**src/rtl/infix_to_postfix_converter_defines.svh**
```systemverilog
// ----------------------------------------------------------------------------
// Infix to postfix converter assertion macros
// Assertion helpers shared by the converter RTL. They compile to nothing
// when SYNTHESIS is defined.
// ----------------------------------------------------------------------------
`ifndef INFIX_TO_POSTFIX_CONVERTER_DEFINES_SVH
`define INFIX_TO_POSTFIX_CONVERTER_DEFINES_SVH

`ifndef SYNTHESIS
`define ITP_ASSERT_IMPL(label, clk, rst_n, ante, cons) \
    label: assert property (@(posedge clk) disable iff (!rst_n) (ante) |-> (cons)) \
        else $error("infix_to_postfix_converter: implication check failed");
`define ITP_ASSERT_ALWAYS(label, clk, rst_n, expr) \
    label: assert property (@(posedge clk) disable iff (!rst_n) (expr)) \
        else $error("infix_to_postfix_converter: invariant check failed");
`else
`define ITP_ASSERT_IMPL(label, clk, rst_n, ante, cons)
`define ITP_ASSERT_ALWAYS(label, clk, rst_n, expr)
`endif

`endif

```
**src/rtl/itp_pkg.sv**
```systemverilog
// ----------------------------------------------------------------------------
// Infix to postfix converter package
// Operator codes, character constants and the result record.
// ----------------------------------------------------------------------------
package itp_pkg;

    localparam logic [7:0] CHAR_OPEN  = 8'h28;
    localparam logic [7:0] CHAR_CLOSE = 8'h29;
    localparam logic [7:0] CHAR_MUL   = 8'h2A;
    localparam logic [7:0] CHAR_PLUS  = 8'h2B;
    localparam logic [7:0] CHAR_MINUS = 8'h2D;
    localparam logic [7:0] CHAR_DIV   = 8'h2F;

    typedef enum logic [2:0] {
        CODE_OPEN  = 3'd0,
        CODE_PLUS  = 3'd1,
        CODE_MINUS = 3'd2,
        CODE_MUL   = 3'd3,
        CODE_DIV   = 3'd4
    } code_t;

    typedef struct packed {
        logic [7:0] symbol;
        logic       has_symbol;
        logic       overflow_error;
        logic       expression_done;
    } result_t;

    function automatic logic [7:0] code_char(input code_t code);
        logic [7:0] ch;
        case (code)
            CODE_OPEN:  ch = CHAR_OPEN;
            CODE_PLUS:  ch = CHAR_PLUS;
            CODE_MINUS: ch = CHAR_MINUS;
            CODE_MUL:   ch = CHAR_MUL;
            CODE_DIV:   ch = CHAR_DIV;
            default:    ch = 8'h00;
        endcase
        return ch;
    endfunction

    function automatic logic [1:0] code_weight(input code_t code);
        logic [1:0] w;
        case (code)
            CODE_PLUS, CODE_MINUS: w = 2'd1;
            CODE_MUL, CODE_DIV:    w = 2'd2;
            default:               w = 2'd0;
        endcase
        return w;
    endfunction

endpackage

```
**src/rtl/itp_stack_ram.sv**
```systemverilog
// ----------------------------------------------------------------------------
// Operator stack memory
// Single write port, single read port, registered read data.
// ----------------------------------------------------------------------------
module itp_stack_ram #(
    parameter int DEPTH  = 16,
    parameter int ADDR_W = 4
) (
    input  logic                aclk,
    input  logic                wr_en,
    input  logic [ADDR_W-1:0]   wr_addr,
    input  itp_pkg::code_t      wr_data,
    input  logic                rd_en,
    input  logic [ADDR_W-1:0]   rd_addr,
    output itp_pkg::code_t      rd_data
);
    import itp_pkg::*;

    code_t mem_reg [DEPTH];
    code_t rd_data_reg;

    always_ff @(posedge aclk) begin
        if (wr_en) begin
            mem_reg[wr_addr] <= wr_data;
        end
        if (rd_en) begin
            rd_data_reg <= mem_reg[rd_addr];
        end
    end

    assign rd_data = rd_data_reg;

endmodule

```
**src/rtl/infix_to_postfix_converter.sv**
```systemverilog
// ----------------------------------------------------------------------------
// Infix to postfix converter
// Shunting-yard conversion of a character stream, operator stack in memory.
//
//   Channel  Direction  Payload
//   s_       in         tdata[7:0] character, tlast end_of_expression
//   m_       out        tdata[7:0] symbol, tuser has_symbol/overflow/done,
//                       tlast last_of_run
//
// A letter or an ignored character passes S_IDLE, S_POST and S_FIN. An operator on a
// non-empty stack also passes S_CHK, where it pops entries, and S_PUSH; a ')' on a
// non-empty stack passes S_CHK but not S_PUSH. With tlast set, S_FLUSH pops every
// stacked entry and S_DONE then emits the done item.
// aresetn empties the stack; the memory contents are not cleared.
// A stalled m_ side holds the converter once one result is pending.
// ----------------------------------------------------------------------------
`include "infix_to_postfix_converter_defines.svh"

module infix_to_postfix_converter #(
    parameter int STACK_DEPTH = 16
) (
    input  logic       aclk,
    input  logic       aresetn,
    input  logic       s_tvalid,
    output logic       s_tready,
    input  logic [7:0] s_tdata,  // [7:0] character
    input  logic       s_tlast,
    output logic       m_tvalid,
    input  logic       m_tready,
    output logic [7:0] m_tdata,  // [7:0] symbol
    output logic [2:0] m_tuser,  // [0] has_symbol, [1] overflow_error, [2] expression_done
    output logic       m_tlast
);
    import itp_pkg::*;

    localparam int CNT_W = $clog2(STACK_DEPTH + 1);
    localparam int IDX_W = $clog2(STACK_DEPTH);
    localparam logic [CNT_W-1:0] CNT_FULL = CNT_W'(STACK_DEPTH);

    typedef enum logic [2:0] {
        S_IDLE,
        S_CHK,
        S_PUSH,
        S_POST,
        S_FLUSH,
        S_DONE,
        S_FIN
    } state_t;

    state_t           state_reg, state_next;
    logic [CNT_W-1:0] count_reg, count_next;
    code_t            code_reg, code_next;
    logic             close_reg, close_next;
    logic             end_reg, end_next;
    result_t          pend_reg, pend_next;
    logic             pend_valid_reg, pend_valid_next;
    result_t          m_data_reg, m_data_next;
    logic             m_last_reg, m_last_next;
    logic             m_valid_reg, m_valid_next;

    logic             wr_en;
    logic [IDX_W-1:0] wr_addr;
    code_t            wr_data;
    logic             rd_en;
    logic [IDX_W-1:0] rd_addr;
    code_t            rd_data;

    logic             produce;
    result_t          prod_res;
    logic             out_free;
    logic             can_produce;
    logic             in_letter;
    logic             in_op;
    code_t            in_code;
    logic             full;
    logic             pop_ok;
    logic [CNT_W-1:0] cnt_m1;
    logic [CNT_W-1:0] cnt_m2;

    itp_stack_ram #(
        .DEPTH  (STACK_DEPTH),
        .ADDR_W (IDX_W)
    ) u_stack (
        .aclk    (aclk),
        .wr_en   (wr_en),
        .wr_addr (wr_addr),
        .wr_data (wr_data),
        .rd_en   (rd_en),
        .rd_addr (rd_addr),
        .rd_data (rd_data)
    );

    assign in_letter = ((s_tdata >= 8'h41) && (s_tdata <= 8'h5A)) ||
                       ((s_tdata >= 8'h61) && (s_tdata <= 8'h7A));

    always_comb begin
        in_op   = 1'b1;
        in_code = CODE_OPEN;
        case (s_tdata)
            CHAR_PLUS:  in_code = CODE_PLUS;
            CHAR_MINUS: in_code = CODE_MINUS;
            CHAR_MUL:   in_code = CODE_MUL;
            CHAR_DIV:   in_code = CODE_DIV;
            default:    in_op   = 1'b0;
        endcase
    end

    assign full        = (count_reg == CNT_FULL);
    assign cnt_m1      = count_reg - CNT_W'(1);
    assign cnt_m2      = count_reg - CNT_W'(2);
    assign out_free    = !m_valid_reg || m_tready;
    assign can_produce = !pend_valid_reg || out_free;
    assign pop_ok      = (rd_data != CODE_OPEN) &&
                         (close_reg || (code_weight(rd_data) >= code_weight(code_reg)));
    assign s_tready    = (state_reg == S_IDLE);

    always_comb begin
        state_next      = state_reg;
        count_next      = count_reg;
        code_next       = code_reg;
        close_next      = close_reg;
        end_next        = end_reg;
        pend_next       = pend_reg;
        pend_valid_next = pend_valid_reg;
        m_data_next     = m_data_reg;
        m_last_next     = m_last_reg;
        m_valid_next    = m_valid_reg;
        wr_en           = 1'b0;
        wr_addr         = count_reg[IDX_W-1:0];
        wr_data         = code_reg;
        rd_en           = 1'b0;
        rd_addr         = cnt_m1[IDX_W-1:0];
        produce         = 1'b0;
        prod_res        = '0;

        if (m_valid_reg && m_tready) begin
            m_valid_next = 1'b0;
        end

        unique case (state_reg)
            S_IDLE: begin
                if (s_tvalid) begin
                    end_next   = s_tlast;
                    code_next  = in_code;
                    close_next = (s_tdata == CHAR_CLOSE);
                    state_next = S_POST;
                    if (in_letter) begin
                        produce             = 1'b1;
                        prod_res.symbol     = s_tdata;
                        prod_res.has_symbol = 1'b1;
                    end else if (s_tdata == CHAR_OPEN) begin
                        if (full) begin
                            produce                 = 1'b1;
                            prod_res.overflow_error = 1'b1;
                        end else begin
                            wr_en      = 1'b1;
                            wr_data    = CODE_OPEN;
                            count_next = count_reg + CNT_W'(1);
                        end
                    end else if ((s_tdata == CHAR_CLOSE) || in_op) begin
                        if (count_reg != '0) begin
                            rd_en      = 1'b1;
                            state_next = S_CHK;
                        end else if (in_op) begin
                            wr_en      = 1'b1;
                            wr_data    = in_code;
                            count_next = count_reg + CNT_W'(1);
                        end
                    end
                end
            end
            S_CHK: begin
                if (pop_ok) begin
                    if (can_produce) begin
                        produce             = 1'b1;
                        prod_res.symbol     = code_char(rd_data);
                        prod_res.has_symbol = 1'b1;
                        count_next          = cnt_m1;
                        if (count_reg > CNT_W'(1)) begin
                            rd_en   = 1'b1;
                            rd_addr = cnt_m2[IDX_W-1:0];
                        end else begin
                            state_next = close_reg ? S_POST : S_PUSH;
                        end
                    end
                end else if (close_reg) begin
                    count_next = cnt_m1;
                    state_next = S_POST;
                end else begin
                    state_next = S_PUSH;
                end
            end
            S_PUSH: begin
                if (full) begin
                    if (can_produce) begin
                        produce                 = 1'b1;
                        prod_res.overflow_error = 1'b1;
                        state_next              = S_POST;
                    end
                end else begin
                    wr_en      = 1'b1;
                    count_next = count_reg + CNT_W'(1);
                    state_next = S_POST;
                end
            end
            S_POST: begin
                if (!end_reg) begin
                    state_next = S_FIN;
                end else if (count_reg != '0) begin
                    rd_en      = 1'b1;
                    state_next = S_FLUSH;
                end else begin
                    state_next = S_DONE;
                end
            end
            S_FLUSH: begin
                if (can_produce) begin
                    produce             = 1'b1;
                    prod_res.symbol     = code_char(rd_data);
                    prod_res.has_symbol = 1'b1;
                    count_next          = cnt_m1;
                    if (count_reg > CNT_W'(1)) begin
                        rd_en   = 1'b1;
                        rd_addr = cnt_m2[IDX_W-1:0];
                    end else begin
                        state_next = S_DONE;
                    end
                end
            end
            S_DONE: begin
                if (can_produce) begin
                    produce                  = 1'b1;
                    prod_res.expression_done = 1'b1;
                    state_next               = S_FIN;
                end
            end
            S_FIN: begin
                if (!pend_valid_reg) begin
                    state_next = S_IDLE;
                end else if (out_free) begin
                    m_data_next     = pend_reg;
                    m_last_next     = 1'b1;
                    m_valid_next    = 1'b1;
                    pend_valid_next = 1'b0;
                    state_next      = S_IDLE;
                end
            end
            default: begin
                state_next = S_IDLE;
            end
        endcase

        // A new result pushes the held one out, since it is no longer the last.
        if (produce) begin
            if (pend_valid_reg) begin
                m_data_next  = pend_reg;
                m_last_next  = 1'b0;
                m_valid_next = 1'b1;
            end
            pend_next       = prod_res;
            pend_valid_next = 1'b1;
        end
    end

    always_ff @(posedge aclk) begin
        if (!aresetn) begin
            state_reg      <= S_IDLE;
            count_reg      <= '0;
            pend_valid_reg <= 1'b0;
            m_valid_reg    <= 1'b0;
        end else begin
            state_reg      <= state_next;
            count_reg      <= count_next;
            pend_valid_reg <= pend_valid_next;
            m_valid_reg    <= m_valid_next;
        end
        code_reg   <= code_next;
        close_reg  <= close_next;
        end_reg    <= end_next;
        pend_reg   <= pend_next;
        m_data_reg <= m_data_next;
        m_last_reg <= m_last_next;
    end

    assign m_tvalid = m_valid_reg;
    assign m_tdata  = m_data_reg.symbol;
    assign m_tuser  = {m_data_reg.expression_done, m_data_reg.overflow_error,
                       m_data_reg.has_symbol};
    assign m_tlast  = m_last_reg;

    `ITP_ASSERT_ALWAYS(a_count_bound, aclk, aresetn, count_reg <= CNT_FULL)
    `ITP_ASSERT_IMPL(a_idle_no_pending, aclk, aresetn, state_reg == S_IDLE, !pend_valid_reg)
    `ITP_ASSERT_IMPL(a_pop_needs_entry, aclk, aresetn,
        (state_reg == S_CHK) || (state_reg == S_FLUSH), count_reg != '0)
    `ITP_ASSERT_IMPL(a_done_is_last, aclk, aresetn,
        m_valid_reg && m_data_reg.expression_done, m_last_reg)

endmodule

```
**config.mk**
```make
export PLATFORM = sky130hd
export DESIGN_NAME = infix_to_postfix_converter
export DESIGN_NICKNAME = d
export VERILOG_FILES = /design/src/rtl/itp_pkg.sv /design/src/rtl/itp_stack_ram.sv /design/src/rtl/infix_to_postfix_converter.sv
export VERILOG_INCLUDE_DIRS = /design/src /design/src/rtl
export SDC_FILE = /design/constraint.sdc
export NUM_CORES = 1
export LEC_CHECK = 0
export BUFFER_PORTS_ARGS = -buffer_cell sky130_fd_sc_hd__buf_2
export CAP_MARGIN = 30
export CELL_PAD_IN_SITES_DETAIL_PLACEMENT = 0
export CELL_PAD_IN_SITES_GLOBAL_PLACEMENT = 1
export CORE_ASPECT_RATIO = 0.7
export CORE_MARGIN = 8
export CORE_UTILIZATION = 44
export DETAILED_ROUTE_END_ITERATION = 7
export GPL_ROUTABILITY_DRIVEN = 0
export GPL_TIMING_DRIVEN = 1
export PLACE_DENSITY_LB_ADDON = 0.05
export SETUP_SLACK_MARGIN = 0.15
export SLEW_MARGIN = 20
export SYNTH_ARGS = -nofsm -noshare
export SYNTH_HDL_FRONTEND = slang
export SYNTH_SLANG_ARGS = --single-unit
```
**constraint.sdc**
```tcl
create_clock -name aclk -period 3.3 [get_ports aclk]
set_input_delay 0.495 -clock aclk [delete_from_list [all_inputs] [get_ports aclk]]
set_output_delay 0.495 -clock aclk [all_outputs]
set_load 0.01 [all_outputs]
```
-- Word level (Yosys, flattened, before mapping)
Memory sizes are Yosys's and may differ from the RTL's. A register that Yosys moved wholly into a read port is not among the register bits.
Cells that the tools add are included.
- output and inout bits: 14
- input port bits: 13
- bits in registers: 38
- word-level logic and storage cells: 188
- bits in writable memories: 48
- memories: 1
- memories (memory ; words ; bits a word ; read ports ; clocked after memory_dff ; wr ports ; RTL line ; source):
    u_stack.mem_reg ; 16 ; 3 ; 1 ; 1 ; 1 ; itp_stack_ram.sv:19 ; code_t mem_reg [DEPTH];
- add/subtract/negate cells: 3
- magnitude comparators: 6
- reductions and logical operators: 26
- equal/unequal tests: 34
- mux-type cells: 102
- operator list (operator ; number):
    2-to-1 mux 3 bit ; 19
    2-to-1 mux 11 bit ; 5
    2-to-1 mux 5 bit ; 10
    equality test 8 x 6 -> 1 bit, second input constant ; 6
    2-to-1 mux 1 bit ; 44
    one-hot mux 6 bit (5 select lines) ; 1
    one-hot mux 9 bit (3 select lines) ; 1
    one-hot mux 3 bit (7 select lines) ; 1
    one-hot mux 5 bit (4 select lines) ; 1
    equality test 3 x 2 -> 1 bit, second input constant ; 6
    != test 3 bit, second input constant ; 6
    greater-or-equal comparator 8 x 7 -> 1 bit, second input constant ; 2
    less-or-equal comparator 8 x 7 -> 1 bit, second input constant ; 2
    equality test 3 bit, second input constant ; 5
    2-to-1 mux 7 bit ; 2
    2-to-1 mux 4 bit ; 3
    one-hot mux 3 bit (4 select lines) ; 1
    2-to-1 mux 10 bit ; 1
    2-to-1 mux 2 bit ; 5
    != test 2 bit, second input constant ; 5
    OR reduction 2 bit ; 5
    equality test 3 x 1 -> 1 bit, second input constant ; 3
    2-to-1 mux 9 bit ; 1
    one-hot mux 1 bit (4 select lines) ; 2
    other kinds (22) ; 34

-- Depth between registers and ports, before layout
Gate-level depths: netlist of the first run.
- depth after elaboration: 12
- mapped depth: 13
- mapped depth without buffers: 11

-- By module
A second synthesis of the first run with hierarchy kept.
- cells, all modules: 399
- area, all modules: 4753.3 µm²
- modules (own cells, without submodules) (module ; times used ; sequential area each (µm²) ; area an instance (µm²) ; cells each):
    infix_to_postfix_converter ; 1 ; 1041.0 ; 2711.4 ; 296
    itp_stack_ram ; 1 ; 1531.5 ; 2042.0 ; 103

-- Worst setup path before layout of the first run
No wires, ideal clock.
- kind: reg2reg
- start: register u_stack.rd_data_reg[1], in the netlist u_stack.rd_data[1] (read register of u_stack.mem_reg)
- end: register u_stack.rd_data_reg[1], in the netlist u_stack.rd_data[1] (read register of u_stack.mem_reg) (data pin)
- stages on the path, launching flop included: 14
- arrival: 3.065 ns
- required time: 3.028 ns
- library setup time: 0.272 ns
- path slack: -0.037 ns
- period minus slack after synthesis: 3.337 ns
- path buffers: 2
- path through: edfxtp_1 buf_2 xor2_1 nand2b_1 ha_1 nand2b_4 a211oi_4 o31ai_4 nand3_4 mux2i_4 buf_4 mux2i_1 o22ai_1 or4_1
- cells in the longest elaborated chain, start to end: 8
- elaborated cells between the ends (all ways): 15
- classes of those cells: order compare: 1; eq/ne: 4; mux: 5; reduce/logical: 5
- RTL lines (element ; RTL line ; source):
    start: declaration ; itp_stack_ram.sv:20 ; code_t rd_data_reg;
    equality test 3 bit (tied with other cells) ; itp_pkg.sv:44 ; case (code)
    OR reduction 2 bit ; itp_pkg.sv:44 ;
    one-hot mux 2 bit (2 select lines) ; itp_pkg.sv:44 ;
    greater-or-equal comparator 2 bit ; infix_to_postfix_converter.sv:114 ; (close_reg || (code_weight(rd_data) >= code_weight(code_reg)));
    logical OR 1 bit ; infix_to_postfix_converter.sv:114 ;
    logical AND 1 bit (*) ; infix_to_postfix_converter.sv:113 ; assign pop_ok = (rd_data != CODE_OPEN) &&
    2-to-1 mux 1 bit / 2-to-1 mux 4 bit (equally long branches) ; infix_to_postfix_converter.sv:173 ; if (pop_ok) begin
    one-hot mux 1 bit (4 select lines) / one-hot mux 4 bit (2 select lines) (equally long branches) ; infix_to_postfix_converter.sv:140 ; unique case (state_reg)
Mark *: on every way between the ends. The rest lies on a longest branch, timed or not.
A chain may end at the register's enable or synchronous reset.

-- Worst setup path in the final report of the first run
- start: register u_stack.rd_data_reg[1], in the netlist u_stack.rd_data[1] (read register of u_stack.mem_reg)
- end: register u_stack.rd_data_reg[2], in the netlist u_stack.rd_data[2] (read register of u_stack.mem_reg) (data pin)
Same word-level chain as after synthesis.

==> results.toml, run 1 <==
[outcome]
status = "finished, violations left"
violations = "setup timing"

[route]
drt_first_pass_iters = 5
drt_first_iter_violations = 280
routed_wl_mm = 11.3
antenna_left = 0
via_per_inst = 5.70
avgRoutedWirePerCell_um = 19.0
dr_total_vias = 3389
drc = 0

[pwr]
worst_ir_drop_vdd_uv = 354
power_density_mw_per_mm2 = 950
power_w = 0.00523
leakage_nw = 2.09

[timing]
post-route-period-util_pct = 101
slew_headroom_pct = 52.7
final.setup.worst_slack_ns = -0.0343
tightest_slew_ns = 0.710
rsz0062_at_grt = "yes"
finClkSkew_ns = 0.00696
setup-violations-final = 3
hold_viol = 0
drv_slew = 0
fmax_mhz = 300
period_needed_ns = 3.33

[synth]
yosysSeqAreaShare_pct = 55.4
synth_edf_count = 79
syn_area_sq_mm = 0.00464
yosys.area.top_type = "edfxtp_1"
synth-seq-cells = 89
netlist_instances = 409
synth.avg_cell_area_sq_um = 11.3
ys_types = 66
yosysWarnings = 0
synth_flop_cell = "edfxtp_1"
syn_nets = 432
synth_top_area_share_pct = 51.1
ys_async_sr_fraction_pct = 0
synthTopCellsByArea = "edfxtp_1 51%, mux2i_1 5.6%, dfxtp_1 4.3%"
synth.most_common_cell = "edfxtp_1"
netlist_top_cells_count = "79 x edfxtp_1, 42 x nor2_1, 38 x nand2_1"

[clocking]
numCtsBuffers = 9
clock_latency_ns = 0.34
cts_tree = "yes"
cts_hold_repair.buffers = 0
htree_num_levels = 3
cts-root-buf = "clkbuf_16"
cts_sinks = 89
clk_pin_slew_worst_paths_ns = 0.07
cts_buffer_depth = 2

[floorplanning]
die_h_um = 102
std_cell_rows = 31
dieArea_sq_mm = 0.0141
start_util_pct = 45.0
core_sq_mm = 0.0103
ioPinCount = 27
die_w_um = 139

[worst_setup_path]
critPathLaunchType = "register"
cp_data_arrival_time_ns = 3.40
path_class = "register to register"
cp.required_ns = 3.37
cp_max_fo = 4
reg2regPathDepth = 14
cp-end-kind = "register"

[global_route]
grt_pass1_vias = 3186
grt_pass1_wl_mm = 17.7
antenna_found_initial = 0
overflow = 0
track_usage_pct = 16.2
grt_max_degree = 23

[finish]
antenna_cells = 0
fin_nets = 481
layout-drive-gt1-share_pct = 21.6
post-route-util_pct = 53.3
fillers = 894
syn_to_final_growth_pct = 18.6
finalNonFillerCells = 595

[placement]
hpwlAfterDp_mm = 8.23
dp_worst_setup_slack_ns = 0.00823
port_buffers = 26
place_inst = 569

[min_path]
holdPathStages = 1
worstHoldPathType = "input port to register"

[job]
maxCapViolations = 0
layout by cell type, fill, tap and decap left out, drive strengths merged, types with 3 or more instances in the layout:
master | Yosys | final
o21ai | 18 | 18
or4 | 3 | 3
nand2b | 8 | 8
o211ai | 6 | 6
and3 | 3 | 3
clkbuf | 10 | 11
nor2 | 42 | 42
mux2i | 27 | 27
buf | 9 | 55
nor2b | 6 | 6
edfxtp | 79 | 79
xnor2 | 3 | 3
nand2 | 38 | 38
inv | 11 | 14
a211oi | 4 | 4
o22ai | 14 | 14
o31ai | 4 | 4
or2 | 3 | 3
a22o | 4 | 4
nor3 | 6 | 6
dfxtp | 10 | 10
nand4 | 3 | 3
o311ai | 3 | 3
and2 | 13 | 13
a21oi | 22 | 22
a21o | 4 | 4
ha | 10 | 10
nand3 | 15 | 15
cell families after synthesis:
group           share of synthesized area (%)
xor+xnor                                0.944
other cells                            0.0808
mux                                      6.74
compound gates                           14.9
simple gates                             16.3
flops                                    55.4
fa+ha+maj                                2.70
buf+inv                                  2.94
what timing repair did:
action	CTS	global route
hold endpoints to repair	0	0
gates resized for setup	1	10
pin swaps	0	3
setup buffers	5	3
gates cloned	0	2
setup endpoints to repair	6	99
per-stage QoR:
stage / TNS [ns] / instance area (sq um) / hold WS [ns]
floorplan: 0 / 4660 / 0.497
global placement: 0 / 5020 / 0.500
detailed placement: 0 / 5020 / 0.503
CTS: 0 / 5390 / 0.314
global route: -0.489 / 5500 / 0.317
finish: -0.0893 / 5500 / 0.326
critical path: stages (launching register included):
cell	delay, ns
edfxtp_1	0.45
xor2_1	0.18
nand2b_1	0.10
ha_1	0.28
nand2b_4	0.15
a211oi_4	0.29
o31ai_4	0.10
nand3_4	0.10
mux2i_4	0.25
buf_12	0.15
clkbuf_16	0.14
buf_4	0.11
mux2i_1	0.20
o22ai_1	0.12
or4_1	0.43
power breakdown:
part | switching, W | total, W | internal, W
logic | 0.00137 | 0.00243 | 0.00107
registers | 0.000140 | 0.00167 | 0.00153
clock network | 0.000448 | 0.00112 | 0.000673
final cells by class:
class	instances	area, sq um	share of cell area (%)
Multi-Input combinational cell	290	1970	35.9
Tap cell	132	165	3.00
Sequential cell	89	2570	46.8
Clock buffer	9	225	4.09
Clock inverter	7	101	1.84
Timing Repair Buffer	57	423	7.69
Inverter	11	41.3	0.751
per-layer routing:
layer  track usage (%)  wire, um  up-vias
met5                 0         0        -
met4              5.12       144        0
met3              3.83       680       12
met2              21.9      4480      113
met1              24.5      6030     1630
li1                  -         -     1634
path summary, 6_finish.rpt:
kind,startpoint,to,slack [ns]
worst max-delay path,u_stack.rd_data[1],u_stack.rd_data[2],-0.03
worst min-delay path,s_tlast,end_reg,0.33
worst max register to register,u_stack.rd_data[1],u_stack.rd_data[2],-0.03
worst min register to register,pend_reg[7],register,0.52
Power figures use the tool's default switching activity.
==> run 2, diff against run 1 <==
CORE_MARGIN = 3   (was 8)
==> run 2 against run 1 <==
The run still ends with setup timing left. Flip-flop and latch count unchanged. Critical endpoint unchanged. Fmax is 1.3% lower. Highest routed layer unchanged. Critical path depth fell by 1. Cell count increased by 0.17%. Sequential power hardly changed. Count of clock-buffer cells in the layout up 1. First-iteration DRC count grew 52%. Combinational power grew 3%. Cell area increased by 0.91%.
==> results.toml, run 2 (synthesis results as in run 1) <==
[outcome]
violations = "setup timing"
status = "finished, violations left"

[clocking]
cts_tree = "yes"
clock_latency_ns = 0.34
cts-root-buf = "clkbuf_16"
htree_num_levels = 3
cts_buffer_depth = 2
clk_pin_slew_worst_paths_ns = 0.06
cts_sinks = 89
numCtsBuffers = 9

[worst_setup_path]
r2r-start = "u_stack.rd_data[0]"
cp_data_arrival_time_ns = 3.46
cp.required_ns = 3.39
cp_max_fo = 5
worst_r2r_endpoint = "u_stack.rd_data[2]"
cp-end-kind = "register"
critPathBufInv = 2
cp_cell_sequence = "xor2_1 -> nand2b_1 -> ha_1 -> nand2b_4 -> a211oi_4 -> o31ai_4 -> nand3_4 -> mux2i_4 -> buf_12 -> buf_16 -> mux2i_2 -> o22ai_1 -> or4_1"
reg2regPathDepth = 13
critPathSlowestCell = "or4_1"
path_class = "register to register"
rrSetupSlack_ns = -0.08
critPathMaxStageDelay_ns = 0.50
critPathLaunchType = "register"
cp_top_family = "simple AND/OR/NAND/NOR gates"

[finish]
final_area_sq_mm = 0.00555
syn_to_final_growth_pct = 19.7
antenna_cells = 0
final_common_cell = "edfxtp_1"
fin_nets = 486
multi_input_area_sq_mm = 0.00199
layout-drive-gt1-share_pct = 22.6
fillers = 854
seq_area_sq_mm = 0.00257
final_cell_mix = "79 x edfxtp_1, 37 x nor2_1, 37 x nand2_1, 32 x buf_4, 26 x buf_2"

[timing]
final.setup.worst_slack_ns = -0.0768
tightest_slew_ns = 0.687
period_needed_ns = 3.38
hold_viol = 0
finClkSkew_ns = 0.00556
slew_headroom_pct = 54.2
fmax_mhz = 296
drv_slew = 0
rsz0062_at_grt = "yes"
post-route-period-util_pct = 102
setup-violations-final = 3

[placement]
dp_worst_setup_slack_ns = -0.0233
port_buffers = 26
dpl-instance-area_sq_mm = 0.00502
hpwlAfterDp_mm = 8.19

[pwr]
leakage_nw = 2.11
power_density_mw_per_mm2 = 952
power_w = 0.00529
worst_ir_drop_vdd_uv = 355

[floorplanning]
die_h_um = 91.9
core_sq_mm = 0.00998
die_w_um = 129
dieArea_sq_mm = 0.0118
std_cell_rows = 30
start_util_pct = 46.5
ioPinCount = 27

[min_path]
hp-start = "s_tlast"
hold_end = "end_reg"
worstHoldPathType = "input port to register"
holdPathStages = 1

[global_route]
track_usage_pct = 20.0
overflow = 0
grt_pass1_vias = 3216
grt_max_degree = 23
grt_pass1_wl_mm = 18.0
antenna_found_initial = 0

[route]
drc = 0
via_per_inst = 5.79
routed_wl_mm = 11.4
drt_first_iter_violations = 425
drt_first_pass_iters = 5
dr_total_vias = 3451
antenna_left = 0
avgRoutedWirePerCell_um = 19.1

[job]
maxCapViolations = 0
-- run 2: cell count changes in the layout (fill, tap and decap cells not counted), moves of 2 or more --
cell	delta
buf_16	+2
buf_4	+5
clkbuf_16	-2
clkinv_4	+2
nand3_1	-2
nand3_2	+2
-- run 2: per-stage QoR --
stage	std cells	util (%)	setup TNS [ns]	hold slack, ns
floorplan	409	-	0	0.497
global placement	566	50.3	0	0.500
detailed placement	566	50.3	-0.0233	0.506
CTS	593	55.0	-0.189	0.325
global route	596	55.6	-0.506	0.325
finish	596	55.6	-0.183	0.330
-- run 2: repair_timing --
| action | CTS | global route |
|---|---|---|
| resized for setup | 4 | 12 |
| setup buffers | 9 | 3 |
| pin swaps | 1 | 2 |
| hold buffers | 0 | 0 |
| cloned | 2 | 0 |
| endpoints found under the setup margin | 3 | 48 |
-- run 2: where the power goes --
part	leakage, nW	switching [W]	internal (W)
Sequential	0.806	0.000143	0.00153
Combinational	1.14	0.00140	0.00111
Clock	0.157	0.000434	0.000667
Total	2.11	0.00197	0.00331
-- run 2: worst max path at each step --
stage / startpoint / to / cells after the start
after floorplan: u_stack.rd_data[1] / u_stack.rd_data[1] / 13
after global placement: code_reg[0] / u_stack.rd_data[1] / 12
after detailed placement: code_reg[1] / u_stack.rd_data[1] / 12
after CTS: u_stack.rd_data[1] / u_stack.rd_data[1] / 13
after global routing: u_stack.rd_data[0] / u_stack.rd_data[0] / 13
final: u_stack.rd_data[0] / u_stack.rd_data[2] / 13
-- run 2: metal layers --
metal | track usage, % | up-vias | wire (um) | share of wire [%]
li1 | - | 1640 | - | -
met1 | 33.2 | 1677 | 6040 | 53
met2 | 25.4 | 124 | 4430 | 39
met3 | 4.54 | 10 | 789 | 6.9
met4 | 5.24 | 0 | 127 | 1.1
met5 | 0 | - | 0 | 0
-- run 2: final cells by class --
| cell class | instances | area share (%) |
|---|---|---|
| inverters | 11 | 0.744 |
| repair buffers | 62 | 8.38 |
| well taps | 128 | 2.88 |
| flip-flops and latches | 89 | 46.3 |
| clock buffers | 10 | 4.12 |
| multi-input cells | 290 | 35.9 |
| clock inverters | 6 | 1.65 |
